$ cat src/hdl/skvt_pkg.sv
// ----------------------------------------------------------------------------
// skvt_pkg
// Shared types and constants for the sorted key/value table: field widths,
// command and status codes, payload structs and the cell control bundle.
// ----------------------------------------------------------------------------
`default_nettype none

package skvt_pkg;

    localparam int KEY_W          = 32;
    localparam int VALUE_W        = 32;
    localparam int CMD_W          = 2;
    localparam int STATUS_W       = 2;
    localparam int ENTRY_COUNT_W  = 8;
    localparam int CAPACITY_DEF   = 128;
    localparam int GROUP_SIZE_DEF = 16;

    // Command codes
    localparam logic [CMD_W-1:0] CMD_INSERT = 2'd0;
    localparam logic [CMD_W-1:0] CMD_FIND   = 2'd1;
    localparam logic [CMD_W-1:0] CMD_ERASE  = 2'd2;

    // Status codes
    localparam logic [STATUS_W-1:0] ST_DONE    = 2'd0;
    localparam logic [STATUS_W-1:0] ST_FULL    = 2'd1;
    localparam logic [STATUS_W-1:0] ST_MISSING = 2'd2;

    typedef struct packed {
        logic [CMD_W-1:0]          command;
        logic signed [KEY_W-1:0]   key;
        logic signed [VALUE_W-1:0] value;
    } skvt_in_t;

    typedef struct packed {
        logic                       found;
        logic signed [VALUE_W-1:0]  found_value;
        logic [STATUS_W-1:0]        status;
        logic [ENTRY_COUNT_W-1:0]   entry_count;
    } skvt_out_t;

    // Per-cycle control broadcast to every cell of the row
    typedef struct packed {
        logic cmp;   // capture less-than / equal flags against the command key
        logic ins;   // open a gap at the insert point and drop in the new pair
        logic del;   // close the gap at the matching entry
        logic rep;   // overwrite the value of the matching entry
    } skvt_cell_ctrl_t;

endpackage

`default_nettype wire

$ cat src/hdl/skvt_group.sv
// ----------------------------------------------------------------------------
// skvt_group
// Registered match reduction over one group of cells: any-hit flag and the
// value of the matching cell (zero when none matches).
// ----------------------------------------------------------------------------
`default_nettype none

module skvt_group
    import skvt_pkg::*;
#(
    parameter int GROUP_SIZE = GROUP_SIZE_DEF
)
(
    input  wire logic                                 clk,
    input  wire logic [GROUP_SIZE-1:0]                eq,
    input  wire logic [GROUP_SIZE-1:0][VALUE_W-1:0]   vals,
    output logic                                      hit,
    output logic [VALUE_W-1:0]                        hit_value
);

    logic               hit_reg;
    logic [VALUE_W-1:0] hit_value_reg;
    logic               hit_next;
    logic [VALUE_W-1:0] hit_value_next;

    // Mask each value by its match flag and merge
    always_comb
    begin
        hit_next       = |eq;
        hit_value_next = '0;
        for (int i = 0; i < GROUP_SIZE; i++)
        begin
            hit_value_next = hit_value_next | (vals[i] & {VALUE_W{eq[i]}});
        end
    end

    always_ff @(posedge clk)
    begin
        hit_reg       <= hit_next;
        hit_value_reg <= hit_value_next;
    end

    assign hit       = hit_reg;
    assign hit_value = hit_value_reg;

endmodule

`default_nettype wire

$ cat config.mk
export PLATFORM = sky130hd
export DESIGN_NAME = skvt_group
export DESIGN_NICKNAME = d
export VERILOG_FILES = /design/src/hdl/skvt_pkg.sv /design/src/hdl/skvt_group.sv
export SDC_FILE = /design/constraint.sdc
export NUM_CORES = 1
export LEC_CHECK = 0
export BUFFER_PORTS_ARGS = -buffer_cell sky130_fd_sc_hd__buf_2
export CAP_MARGIN = 20
export CORE_AREA = 5 5 218 220
export DETAILED_ROUTE_END_ITERATION = 10
export DIE_AREA = 0 0 223 225
export GPL_TIMING_DRIVEN = 0
export PLACE_DENSITY_LB_ADDON = 0.3
export SYNTH_ARGS = -nofsm -noshare
export SYNTH_HDL_FRONTEND = slang
export SYNTH_SLANG_ARGS = --single-unit
$ cat constraint.sdc
create_clock -name clk -period 1.3 [get_ports clk]
set_input_delay 0.065 -clock clk [delete_from_list [all_inputs] [get_ports clk]]
set_output_delay 0.065 -clock clk [all_outputs]
set_load 0.02 [all_outputs]
==> flow_metrics.tcl, run 1 <==
set metrics [dict create \
    grt_overflow 0 \
    drc 0 \
    post-route-min-period_ns 1.26 \
    die_area_um2 50200 \
    p_sw_w 0.00194 \
    drt_iter0_markers 420 \
    antenna_left 0 \
    status "finished, final reports clean" \
    die_w_um 223 \
    relSlewSlack 0.454 \
    switching_share 0.373 \
    ir_drop_mv 0.358 \
    synth_area_um2 3660 \
    ys_seq_area_frac 0.180 \
    post_cts_buffers 0 \
    final_common_cell "buf_2" \
    core-area_um2 45100 \
    finalSetupViolations 0 \
    comb_power_share 0.512 \
    avgSynthCellArea_um2 9.39 \
    tritoncts "done" \
    via_per_inst 4.39 \
    final.setup.tns_ns 0 \
    layout_setup_ws_ns 0.0405 \
    power-per-cell-area_nw_per_um2 577 \
    gp_congestion 0.906 \
    p_leak_nw 4.18 \
    die_h_um 225 \
    clk_path_buf_depth 2 \
    placed_cells 1536 \
    dp_slack_ns -0.799 \
    startpoint_type "input port" \
    holdCritPathClass "input port to register" \
    critPathCaptureType "register" \
    io_buffer_count 545 \
    drive_above_1_share 0.569 \
    drv_slew 0 \
    final_cell_mix "buf_2, dlygate4sd3_1, a22o_1, a221oi_1" \
    fin_nets 1627 \
    yosysWarnings 0 \
    clkSlewWorstSetupHoldPaths_ns 0.07 \
    wire_per_inst_um 25.4 \
    instances_no_fill 1702 \
    clock.fmax_mhz 794 \
    rows 78 \
    seq_area_um2 661 \
    ys_ff_latch 33 \
    num-fill-cells 5076 \
    dpl.hpwl_um 34900 \
    synth_cell_types 11 \
    grt.total_usage 0.159 \
    antenna_found_initial 8 \
    area_delta_synth_final_pct 146 \
    path_max_fanout 10 \
    cts_buffers 5 \
    post-route-period-util 0.969 \
    crit_arrival_ns 1.44 \
    drtPass1Iterations 6 \
    root_buffer "clkbuf_16" \
    internal-power_w 0.00326 \
    multi_input_area_um2 2630 \
    maxCapViolCount 0 \
    required_ns 1.48 \
    crit_type "input port to register" \
    largest_reg_flops 32 \
    synthCells 390 \
    vias 7472 \
    pwr-share-seq 0.197 \
    tightest_slew_ns 0.819 \
    initial_core_util 0.0813 \
    drt_wl_total_um 43200 \
    p_clk_frac 0.291 \
    grt_pass1_vias 8082 \
    grt_max_degree 11 \
    synth_fp_nets 919 \
    hold_viol 0 \
    io_pins 562 \
    cts.sinks 33 \
    htreeDepth 2 \
    utilization 0.200 \
    rsz0062_at_grt "yes" \
    grt_first_pass_wirelength_um 56800 \
]
==> metal layers <==
layer | GRT usage | share of wire
met1 | 0.177 | 0.38
met2 | 0.292 | 0.51
met3 | 0.0335 | 0.071
met4 | 0.0690 | 0.041
met5 | 0 | 0.00016
==> per-stage QoR <==
| step | total power [W] | hold slack [ns] | cell area [um2] |
|---|---|---|---|
| global route | 0.00548 | 0.0155 | 9010 |
| CTS | 0.00529 | 0.000237 | 8960 |
| floorplan | 0.00192 | 0.180 | 3660 |
| finish | 0.00520 | 0.0163 | 9010 |
| global placement | 0.00325 | 0.300 | 7140 |
| detailed placement | 0.00327 | 0.298 | 7160 |
==> critical path, stage by stage <==
cell and delay (ns):
clkbuf_1 0.25, clkbuf_1 0.37, a221oi_1 0.60, nand4_1 0.16
==> cells by family after synthesis <==
kind of cell,after synthesis,share of synthesized area
simple gates,37,0.0632
buf+inv,64,0.134
compound gates,256,0.622
flops,33,0.180
==> cell usage after synthesis <==
library cell	n	area share
a221oi_1	122	0.29
a221oi_2	6	0.025
a22o_1	128	0.31
buf_2	3	0.0041
buf_4	1	0.0020
buf_6	28	0.086
buf_8	3	0.012
clkbuf_1	29	0.030
dfxtp_1	33	0.18
nand4_1	33	0.056
nor4_1	4	0.0068
==> what timing repair did <==
action	in CTS	in global routing
hold endpoints to repair	29	1
gates resized for setup	26	12
pin swaps	0	0
setup endpoints to repair	31	7
hold buffers	153	2
==> cell type report <==
type,count,area share
timing repair buffer,701,0.476
multi-input combinational,293,0.292
tap,600,0.0833
sequential,33,0.0733
buffer,64,0.0568
clock buffer,7,0.0169
antenna,3,0.000833
clock inverter,1,0.000555
==> worst paths after layout <==
check  startpoint            end  slack [ns]  cells past startpoint
max         eq[2]  hit_value[10]        0.04                      4
min     vals[326]   hit_value[6]        0.02                      3
==> power groups by stage <==
stage / clock [W] / combinational, W / sequential (W)
5_1_grt: 0.00163 / 0.00283 / 0.00103
2_1_floorplan: 0 / 0.000853 / 0.00106
3_3_place_gp: 0 / 0.00220 / 0.00105
3_5_place_dp: 0 / 0.00222 / 0.00105
6_report: 0.00151 / 0.00267 / 0.00102
4_1_cts: 0.00162 / 0.00264 / 0.00102
Note: power is estimated with default switching activity, not from simulation.
==> run 2, diff against run 1 <==
--- a/config.mk
+++ b/config.mk
@@ -5,11 +5,12 @@
 export SDC_FILE = /design/constraint.sdc
 export NUM_CORES = 1
 export LEC_CHECK = 0
+export ABC_AREA = 1
 export BUFFER_PORTS_ARGS = -buffer_cell sky130_fd_sc_hd__buf_2
 export CAP_MARGIN = 20
-export CORE_AREA = 5 5 218 220
+export CORE_AREA = 5 5 216 218
 export DETAILED_ROUTE_END_ITERATION = 10
-export DIE_AREA = 0 0 223 225
+export DIE_AREA = 0 0 221 223
 export GPL_TIMING_DRIVEN = 0
 export PLACE_DENSITY_LB_ADDON = 0.3
 export SYNTH_ARGS = -nofsm -noshare
==> flow_metrics.tcl, run 2 <==
set metrics [dict create \
    status "finished, final reports clean" \
    vias 9027 \
    post-route-period-util 0.870 \
    utilization 0.213 \
    drt_wl_total_um 39500 \
    grt_first_pass_wirelength_um 55100 \
    whs_endpoint "hit_value[16]" \
    final_common_cell "nand2_1" \
    antenna_found_initial 5 \
    final_cell_mix "nand2_1, buf_2, inv_1, nand2_2, nor2_1" \
    p_clk_frac 0.327 \
    synthTopCellsByArea "nand2_1, inv_1, dfxtp_1" \
    clkSlewWorstSetupHoldPaths_ns 0.08 \
    p_sw_w 0.00205 \
    hold_depth 5 \
    ir_drop_mv 0.351 \
    synth.most_common_cell "nand2_1" \
    cts.sinks 33 \
    hold_viol 0 \
    synthFlopType "dfxtp_1" \
    rsz0062_at_grt "no" \
    fin_nets 2313 \
    core-area_um2 44700 \
    synth_area_um2 5840 \
    via_per_inst 3.78 \
    grt_pass1_vias 8862 \
    wire_per_inst_um 16.5 \
    tightest_slew_ns 0.417 \
    power-per-cell-area_nw_per_um2 561 \
    drt_iter0_markers 493 \
    synthTopCellsByCount "nand2_1, inv_1, nand2_2, nor2_1, buf_6" \
    clk_path_buf_depth 2 \
    final.setup.tns_ns 0 \
    die_w_um 221 \
    htreeDepth 2 \
    rows 78 \
    largest_reg_flops 32 \
    pwr-share-seq 0.192 \
    die_area_um2 49300 \
    area_delta_synth_final_pct 63.0 \
    clock.fmax_mhz 884 \
    cts_resized 0 \
    ys_ff_latch 33 \
    comb_power_share 0.482 \
    grt_overflow 0 \
    required_ns 1.48 \
    drv_slew 0 \
    holdBufCountCts 0 \
    path_max_fanout 10 \
    drc 0 \
    relSlewSlack 0.721 \
    grt_max_degree 13 \
    synth_edf_count 0 \
    synth_fp_nets 1761 \
    crit_type "input port to register" \
    die_h_um 223 \
    critPathCaptureType "register" \
    post_cts_buffers 0 \
    switching_share 0.384 \
    root_buffer "clkbuf_16" \
    ys_seq_area_frac 0.113 \
    internal-power_w 0.00329 \
    hp-start "vals[48]" \
    io_buffer_count 545 \
    yosysWarnings 0 \
    synth_largest_area_cell "nand2_1" \
    p_leak_nw 6.16 \
    crit_arrival_ns 1.31 \
    startpoint_type "input port" \
    avgSynthCellArea_um2 4.74 \
    grt.total_usage 0.150 \
    maxCapViolCount 0 \
    cts_buffers 5 \
    finalSetupViolations 0 \
    dpl.hpwl_um 34200 \
    hold_ws_ns 0.0356 \
    antenna_left 0 \
    holdCritPathClass "input port to register" \
    gp_congestion 0.945 \
    yosysTopAreaCellShare 0.483 \
    synth_cell_types 11 \
    drive_above_1_share 0.394 \
    initial_core_util 0.131 \
    cp-startpoint "eq[8]" \
    synthCells 1232 \
    drtPass1Iterations 5 \
    tritoncts "done" \
    post-route-min-period_ns 1.13 \
    io_pins 562 \
    async_flop_share 0 \
]
==> run 2: cell type report <==
| cell class | instances | area (um2) |
|---|---|---|
| fillers | 5378 | 35200 |
| multi-input cells | 943 | 3830 |
| repair buffers | 545 | 2730 |
| well taps | 600 | 751 |
| inverters | 192 | 721 |
| flip-flops and latches | 33 | 661 |
| plain buffers | 64 | 626 |
| clock buffers | 5 | 125 |
| clock inverters | 3 | 68.8 |
| diodes | 4 | 10.0 |
==> run 2: cells by family (layout without fill, tap and decap cells) <==
family | after synthesis | after routing | synth area share
simple gates | 943 | 943 | 0.656
flops | 33 | 33 | 0.113
buf+inv | 256 | 809 | 0.230
other cells | 0 | 4 | 0
==> run 2: layer usage <==
metal  track usage  vias to the layer above  routed length (um)
met1         0.186                     3946               16900
met2         0.257                      409               18800
met4        0.0526                        0                1310
met5             0                        -                   0
met3        0.0330                       52                2590
li1              -                     4620                   -
==> run 2: worst max-delay path, stage by stage <==
cell and delay (ns):
clkbuf_2 0.26, buf_2 0.30, nand2_1 0.10, nand4_1 0.13, nor2_1 0.36, nand2_1 0.09
==> run 2: per-stage QoR <==
| step | setup WS [ns] | power, W | area [um2] | cells |
|---|---|---|---|---|
| finish | 0.169 | 0.00534 | 9520 | 2389 |
| global route | 0.103 | 0.00580 | 9520 | 2387 |
| CTS | 0.0664 | 0.00550 | 9510 | 2385 |
| detailed placement | -0.300 | 0.00365 | 9320 | 2377 |
| global placement | -0.297 | 0.00364 | 9320 | 2377 |
| floorplan | 0.571 | 0.00231 | 5840 | 1232 |
==> run 2: worst max path at each step <==
stage | to | slack [ns] | depth (start not counted)
floorplan | hit_value[10] | 0.57 | 8
global placement | hit_value[24] | -0.30 | 6
detailed placement | hit_value[24] | -0.30 | 6
CTS | hit_value[24] | 0.07 | 6
global route | hit_value[24] | 0.10 | 6
finish | hit_value[12] | 0.17 | 6
==> run 2: power by group through the flow <==
stage	registers, W	logic (W)	clock network [W]
global placement	0.00105	0.00259	0
finish	0.00102	0.00257	0.00174
CTS	0.00102	0.00261	0.00186
detailed placement	0.00105	0.00260	0
floorplan	0.00106	0.00124	0
global route	0.00103	0.00289	0.00188
