<file path="config.mk">
export PLATFORM = sky130hd
export DESIGN_NAME = skvt_cell
export DESIGN_NICKNAME = d
export VERILOG_FILES = /design/src/hdl/skvt_pkg.sv /design/src/hdl/skvt_cell.sv
export SDC_FILE = /design/constraint.sdc
export NUM_CORES = 1
export LEC_CHECK = 0
export BUFFER_PORTS_ARGS = -buffer_cell sky130_fd_sc_hd__buf_4
export CAP_MARGIN = 40
export CORE_AREA = 2 2 107 109
export DETAILED_ROUTE_END_ITERATION = 8
export DIE_AREA = 0 0 109 111
export PLACE_DENSITY = 0.84
export SETUP_SLACK_MARGIN = 0.05
export SYNTH_ARGS = -nofsm -noshare
export SYNTH_HDL_FRONTEND = slang
export SYNTH_SLANG_ARGS = --single-unit
</file>
<file path="constraint.sdc">
create_clock -name clk -period 4.5 [get_ports clk]
set_input_delay 0.675 -clock clk [delete_from_list [all_inputs] [get_ports clk]]
set_output_delay 0.675 -clock clk [all_outputs]
set_load 0.01 [all_outputs]
</file>
<file path="src/hdl/skvt_pkg.sv">
// ----------------------------------------------------------------------------
// skvt_pkg
// Shared types and constants for the sorted key/value table: field widths,
// command and status codes, payload structs and the cell control bundle.
// ----------------------------------------------------------------------------
`default_nettype none

package skvt_pkg;

    localparam int KEY_W          = 32;
    localparam int VALUE_W        = 32;
    localparam int CMD_W          = 2;
    localparam int STATUS_W       = 2;
    localparam int ENTRY_COUNT_W  = 8;
    localparam int CAPACITY_DEF   = 128;
    localparam int GROUP_SIZE_DEF = 16;

    // Command codes
    localparam logic [CMD_W-1:0] CMD_INSERT = 2'd0;
    localparam logic [CMD_W-1:0] CMD_FIND   = 2'd1;
    localparam logic [CMD_W-1:0] CMD_ERASE  = 2'd2;

    // Status codes
    localparam logic [STATUS_W-1:0] ST_DONE    = 2'd0;
    localparam logic [STATUS_W-1:0] ST_FULL    = 2'd1;
    localparam logic [STATUS_W-1:0] ST_MISSING = 2'd2;

    typedef struct packed {
        logic [CMD_W-1:0]          command;
        logic signed [KEY_W-1:0]   key;
        logic signed [VALUE_W-1:0] value;
    } skvt_in_t;

    typedef struct packed {
        logic                       found;
        logic signed [VALUE_W-1:0]  found_value;
        logic [STATUS_W-1:0]        status;
        logic [ENTRY_COUNT_W-1:0]   entry_count;
    } skvt_out_t;

    // Per-cycle control broadcast to every cell of the row
    typedef struct packed {
        logic cmp;   // capture less-than / equal flags against the command key
        logic ins;   // open a gap at the insert point and drop in the new pair
        logic del;   // close the gap at the matching entry
        logic rep;   // overwrite the value of the matching entry
    } skvt_cell_ctrl_t;

endpackage

`default_nettype wire

</file>
<file path="src/hdl/skvt_cell.sv">
// ----------------------------------------------------------------------------
// skvt_cell
// One slot of the sorted row. Compares its key with the command key; on an
// update keeps its pair, takes a neighbor's pair, the new pair or a new value.
// ----------------------------------------------------------------------------
`default_nettype none

module skvt_cell
    import skvt_pkg::*;
#(
    parameter int CNT_W = 8,
    parameter int IDX   = 0
)
(
    input  wire logic                      clk,
    input  wire skvt_cell_ctrl_t           ctrl,
    input  wire logic [CNT_W-1:0]          count,
    input  wire logic signed [KEY_W-1:0]   cmd_key,
    input  wire logic signed [VALUE_W-1:0] cmd_value,
    input  wire logic                      left_lt,
    input  wire logic signed [KEY_W-1:0]   left_key,
    input  wire logic signed [VALUE_W-1:0] left_value,
    input  wire logic signed [KEY_W-1:0]   right_key,
    input  wire logic signed [VALUE_W-1:0] right_value,
    output logic signed [KEY_W-1:0]        key,
    output logic signed [VALUE_W-1:0]      value,
    output logic                           lt,
    output logic                           eq
);

    logic signed [KEY_W-1:0]   key_reg;
    logic signed [VALUE_W-1:0] value_reg;
    logic                      lt_reg;
    logic                      eq_reg;
    logic                      occupied;

    // Slot holds a live pair when its index is below the count
    assign occupied = (count > CNT_W'(IDX));

    // Compare, then shift or overwrite
    always_ff @(posedge clk)
    begin
        if (ctrl.cmp)
        begin
            lt_reg <= occupied && (key_reg < cmd_key);
            eq_reg <= occupied && (key_reg == cmd_key);
        end
        if (ctrl.ins && !lt_reg)
        begin
            if (left_lt)
            begin
                key_reg   <= cmd_key;
                value_reg <= cmd_value;
            end
            else
            begin
                key_reg   <= left_key;
                value_reg <= left_value;
            end
        end
        if (ctrl.del && !lt_reg)
        begin
            key_reg   <= right_key;
            value_reg <= right_value;
        end
        if (ctrl.rep && eq_reg)
        begin
            value_reg <= cmd_value;
        end
    end

    assign key   = key_reg;
    assign value = value_reg;
    assign lt    = lt_reg;
    assign eq    = eq_reg;

endmodule

`default_nettype wire

</file>
==> results of run 1 <==
## power breakdown
part           leakage [nW]  internal, mW  switching [mW]
sequential            0.640         0.803          0.0447
combinational          2.33         0.346           0.320
clock                 0.145         0.428           0.267
## critical path: cells and delay by family, from the launching register on
kind | cells | cell delay (ns)
buf+inv | 2 | 0.66
compound gates | 2 | 0.24
simple gates | 2 | 0.59
flops | 1 | 0.55
## per-layer routing
metal,part of all wire (%),vias up,global-route usage [%]
met5,0,-,0
met4,3.1,0,10.6
met3,9.5,31,6.53
met2,51,210,40.0
met1,36,1939,24.3
li1,-,2031,-
## cells in the mapped netlist, types with 2 or more instances
master and number:
nand2b_1 3, nor2b_1 2, clkbuf_1 10, buf_1 2
and4_1 3, nand4_1 5, nor2_1 37, a21oi_1 43
inv_1 32, nor4_1 3, ha_1 32, buf_2 12
nand2_1 42, o21ai_0 37, mux2i_1 33, o22ai_1 32
edfxtp_1 66
## area by class of cell
cell class                 count  share of cell area [%]
clock buffer                   9                    3.42
clock inverter                 7                    1.06
sequential                    66                    30.1
tap                          143                    2.72
multi-input combinational    286                    28.4
inverter                      32                    1.82
timing repair buffer         278                    32.5
## per-stage QoR
stage | power, mW | cell area (µm²) | utilization, % | setup WS (ns) | hold WS [ns]
final | 2.21 | 6590 | 59.5 | 2.18 | 0.570
after global routing | 2.32 | 6590 | 59.5 | 2.02 | 0.561
after CTS | 2.23 | 6590 | 59.5 | 2.19 | 0.558
after detailed placement | 1.53 | 6290 | 56.8 | 1.89 | 0.835
after global placement | 1.49 | 6210 | 56.1 | 1.81 | 0.898
after floorplan | 1.15 | 4050 | - | 1.03 | 0.749
## worst paths after layout
kind,from,to,slack [ns],cells past startpoint
hold reg to reg,lt,key[0],0.85,1
setup reg to reg,lt,value[31],2.18,6
hold / removal,ctrl[3],lt,0.57,1
setup / recovery,lt,value[31],2.18,6
## cells by family after synthesis
family / Yosys count / synth area share, %
and+or+nand+nor: 97 / 10.4
buffers and inverters: 56 / 5.56
DFF: 66 / 48.9
adders and majority gates: 32 / 9.88
muxes: 33 / 8.15
AOI/OAI and AO/OA: 124 / 17.2
==> flow_summary.json, run 1 <==
{
  "netlist_area_mm2": 0.00405,
  "cts_max_level": 3,
  "viasPerCell": 5.13,
  "syn_to_final_growth_pct": 62.5,
  "hold_viol": 0,
  "fin_skew_ns": 0.00958,
  "die_x_um": 109,
  "antenna_found_initial": 0,
  "yosysSeqAreaShare_pct": 48.9,
  "max-vdd-ir-drop_v": 0.000191,
  "cts-hold-fix-buffers": 0,
  "grt_pass1_vias": 4409,
  "ys_seq_elements": 66,
  "synth_enable_flop_cells": 66,
  "crit_path_cell_trace": "nand2b_1 > buf_4 > nand2b_1 > buf_8 > o22ai_1 > a21oi_1",
  "cp.arrival_ns": 2.38,
  "layout_common_cells": "buf_4, edfxtp_1, a21oi_1",
  "drc": 0,
  "ys_warn_count": 0,
  "grt-ovfl-total": 0,
  "final_cell_count_no_fill": 821,
  "rsz0062_at_grt": "no",
  "post_cts_buffers": 0,
  "io_pins": 272,
  "grt_usage_pct": 22.6,
  "drv_cap": 0,
  "nNetsFinal": 911,
  "critical-path-max-stage-delay_ns": 0.55,
  "cp.required_ns": 4.56,
  "n_antenna_cell": 0,
  "setup_viol": 0,
  "worst_path_max_delay_cell": "edfxtp_1",
  "multi_input_area_mm2": 0.00187,
  "die_area_mm2": 0.0121,
  "drt-total-wl_mm": 13.7,
  "cts-resized-gates": 0,
  "clock_sinks": 66,
  "nFillCells": 942,
  "setup.worst_path.class": "reg2reg",
  "worstMarginPinSlew_ns": 0.603,
  "power_density_mw_per_mm2": 335,
  "start_util_pct": 36.6,
  "synth_cell_types": 31,
  "dr_total_vias": 4211,
  "crit_top_cell": "nand2b_1",
  "hpwl_mm": 11.0,
  "first_pass_iters": 4,
  "outcome": "finished, final reports clean",
  "coreArea_mm2": 0.0111,
  "period_share_pct": 51.6,
  "worstSetupEndpointType": "flip-flop",
  "startpoint_type": "flip-flop",
  "slew_violations": 0,
  "max_freq_mhz": 430,
  "leakagePower_nw": 3.12,
  "cts_tree": "done",
  "synth_area_leader_cell": "edfxtp_1",
  "io_buffers": 271,
  "min_path_type": "in2reg",
  "synth_nets": 646,
  "antenna_left": 0,
  "gp_congestion": 0.839,
  "crit_path_max_fanout": 34,
  "wl_per_cell_um": 16.7,
  "fp-row-count": 39,
  "drive_above_1_share_pct": 44.1,
  "setup_tns_ns": 0,
  "min_period_ns": 2.32,
  "grt_pass1_wl_mm": 21.3,
  "cts_made_buffers": 9,
  "ys_async_sr_fraction_pct": 0,
  "layout_commonest_cell": "buf_4",
  "synth_top_area_share_pct": 48.9,
  "cts-root-to-sink-buffers": 2,
  "synth_cells": 408,
  "drt_iter0_drc": 279,
  "clk_pin_slew_ns": 0.06,
  "synth_area_leaders": "edfxtp_1, ha_1, mux2i_1, a21oi_1, o22ai_1",
  "grt_max_degree": 55,
  "maxSlewHeadroom_pct": 59.8,
  "regArea_mm2": 0.00198,
  "cts_root_buf": "clkbuf_16",
  "avgSynthCellArea_um2": 9.94,
  "synth-main-ff-cell": "edfxtp_1",
  "clk_latency_ns": 0.33,
  "dpl.cell_count": 805,
  "fp.dieH_um": 111
}
No activity file was read; power rests on OpenSTA's default activity.
==> inputs of run 2 (changes only) <==
CORE_AREA = unset   (was 2 2 107 109)
CORE_MARGIN = 2   (was unset)
CORE_UTILIZATION = 38   (was unset)
DIE_AREA = unset   (was 0 0 109 111)
PLACE_DENSITY = 0.88   (was 0.84)
clock period = 1.88 ns   (was 4.5 ns; I/O delays follow)
==> run 2 against run 1 <==
  * The flow now finishes with violations (setup timing)
  * Wire length increased by 7.6%
  * Worst setup slack got worse by 2.2 ns
  * Clock power increased by 120%
  * First-iteration DRC count decreased by 6.8%
  * Fmax increased by 23%
  * Critical path depth unchanged
  * Worst hold slack got worse by 0.42 ns
  * Register-to-register slack got worse by 2.2 ns
  * Clock-buffer cell count unchanged
  * Cell area increased by 2.8%
  * Largest cell class unchanged
  * Highest routed layer unchanged
==> flow_summary.json, run 2 (synthesis gave the netlist of run 1 again) <==
{
  "io_pins": 272,
  "max_freq_mhz": 528,
  "worstMarginPinSlew_ns": 0.403,
  "wl_per_cell_um": 17.8,
  "hpwl_mm": 11.5,
  "n_antenna_cell": 0,
  "cts_made_buffers": 9,
  "drt_iter0_drc": 260,
  "nNetsFinal": 928,
  "power_frac_clock_pct": 28.6,
  "gp_congestion": 0.860,
  "power_density_mw_per_mm2": 775,
  "cts_tree": "done",
  "grt_pass1_vias": 4524,
  "grt_pass1_wl_mm": 22.3,
  "seqPwrFrac_pct": 38.6,
  "dpl_cell_area_mm2": 0.00635,
  "crit_path_max_fanout": 2,
  "syn_to_final_growth_pct": 67.0,
  "clk_latency_ns": 0.35,
  "layout_common_cells": "buf_4, edfxtp_1, a21oi_1",
  "rsz0062_at_grt": "yes",
  "leakagePower_nw": 3.18,
  "cts-root-to-sink-buffers": 2,
  "cts_root_buf": "clkbuf_8",
  "cts-hold-fix-buffers": 0,
  "drc": 0,
  "setup.worst_path.class": "reg2reg",
  "power.switching_mw": 1.54,
  "antenna_found_initial": 0,
  "start_util_pct": 39.3,
  "maxSlewHeadroom_pct": 73.1,
  "die_area_mm2": 0.0115,
  "place_ws_ns": -0.115,
  "setup_tns_ns": -0.0147,
  "final_util_pct": 65.6,
  "worstSetupEndpointType": "flip-flop",
  "drive_above_1_share_pct": 47.2,
  "drt-total-wl_mm": 14.8,
  "cts_max_level": 3,
  "intPower_mw": 3.70,
  "slew_violations": 0,
  "p_comb_share_pct": 32.8,
  "hold_viol": 0,
  "drv_cap": 0,
  "cp.arrival_ns": 1.97,
  "die_x_um": 107,
  "timing.hold.ws_ns": 0.147,
  "startpoint_type": "flip-flop",
  "grt_max_degree": 65,
  "first_pass_iters": 4,
  "grt_usage_pct": 25.3,
  "fp.dieH_um": 107,
  "clk_pin_slew_ns": 0.09,
  "max-vdd-ir-drop_v": 0.000423,
  "grt-ovfl-total": 0,
  "clock_sinks": 66,
  "outcome": "finished with violations",
  "failed_checks": "setup timing",
  "fp-row-count": 37,
  "setup_viol": 1,
  "min_period_ns": 1.89,
  "coreArea_mm2": 0.0103,
  "cp.required_ns": 1.96,
  "switching_share_pct": 29.4,
  "final_area_mm2": 0.00677,
  "viasPerCell": 5.18,
  "layout_commonest_cell": "buf_4",
  "fin_skew_ns": 0.0122,
  "min_path_type": "in2reg",
  "io_buffers": 271,
  "worst_slack_ns": -0.0147,
  "antenna_left": 0,
  "period_share_pct": 101,
  "dr_total_vias": 4302
}
[run 2: changes by cell type in the layout (fill, tap and decap cells not counted), sizes merged]
cell      delta
clkinv       -1
clkinvlp     -1
buf         +17
bufinv       +2
[run 2: final cells by class]
type,count,area [µm²]
fill,809,3550
timing repair buffer,295,2250
multi-input combinational,286,2000
sequential,66,1980
tap,136,170
clock buffer,9,124
inverter,32,120
clock inverter,7,118
[run 2: worst paths after layout]
kind                               from      end  slack (ns)  cells past startpoint
worst max-delay path            key[30]       lt       -0.01                      6
worst min-delay path            ctrl[3]       lt        0.15                      1
worst max register to register  key[30]       lt       -0.01                      6
worst min register to register       lt  key[29]        0.91                      3
[run 2: critical path: stages (launching register included)]
cell	delay, ns
edfxtp_1	0.47
ha_4	0.31
nand4_1	0.16
nor4_4	0.32
buf_4	0.15
o32ai_2	0.07
mux2i_1	0.13
[run 2: per-stage QoR]
stage	std cells	total power [mW]
6_report	831	5.25
5_1_grt	831	5.49
4_1_cts	830	5.25
3_5_place_dp	807	3.69
3_3_place_gp	807	3.62
2_1_floorplan	408	2.75
[run 2: power groups by stage]
stage,combinational (mW),clock [mW],sequential (mW)
after floorplan,0.605,0,2.14
after global placement,1.58,0,2.04
after detailed placement,1.64,0,2.05
after CTS,1.71,1.52,2.02
after global routing,1.87,1.58,2.05
final,1.72,1.50,2.02
[run 2: timing repair]
action / CTS / global route
setup buffers: 7 / 1
gates resized for setup: 8 / 5
pin swaps: 4 / 3
endpoints found under the setup margin: 2 / 1
hold endpoints to repair: 0 / 0
[run 2: layer usage]
layer / vias up / GRT usage (%) / routed length (µm)
met5: - / 0 / 0
met4: 0 / 11.6 / 452
li1: 2074 / - / -
met3: 32 / 6.54 / 1180
met2: 207 / 47.4 / 7910
met1: 1989 / 26.1 / 5240
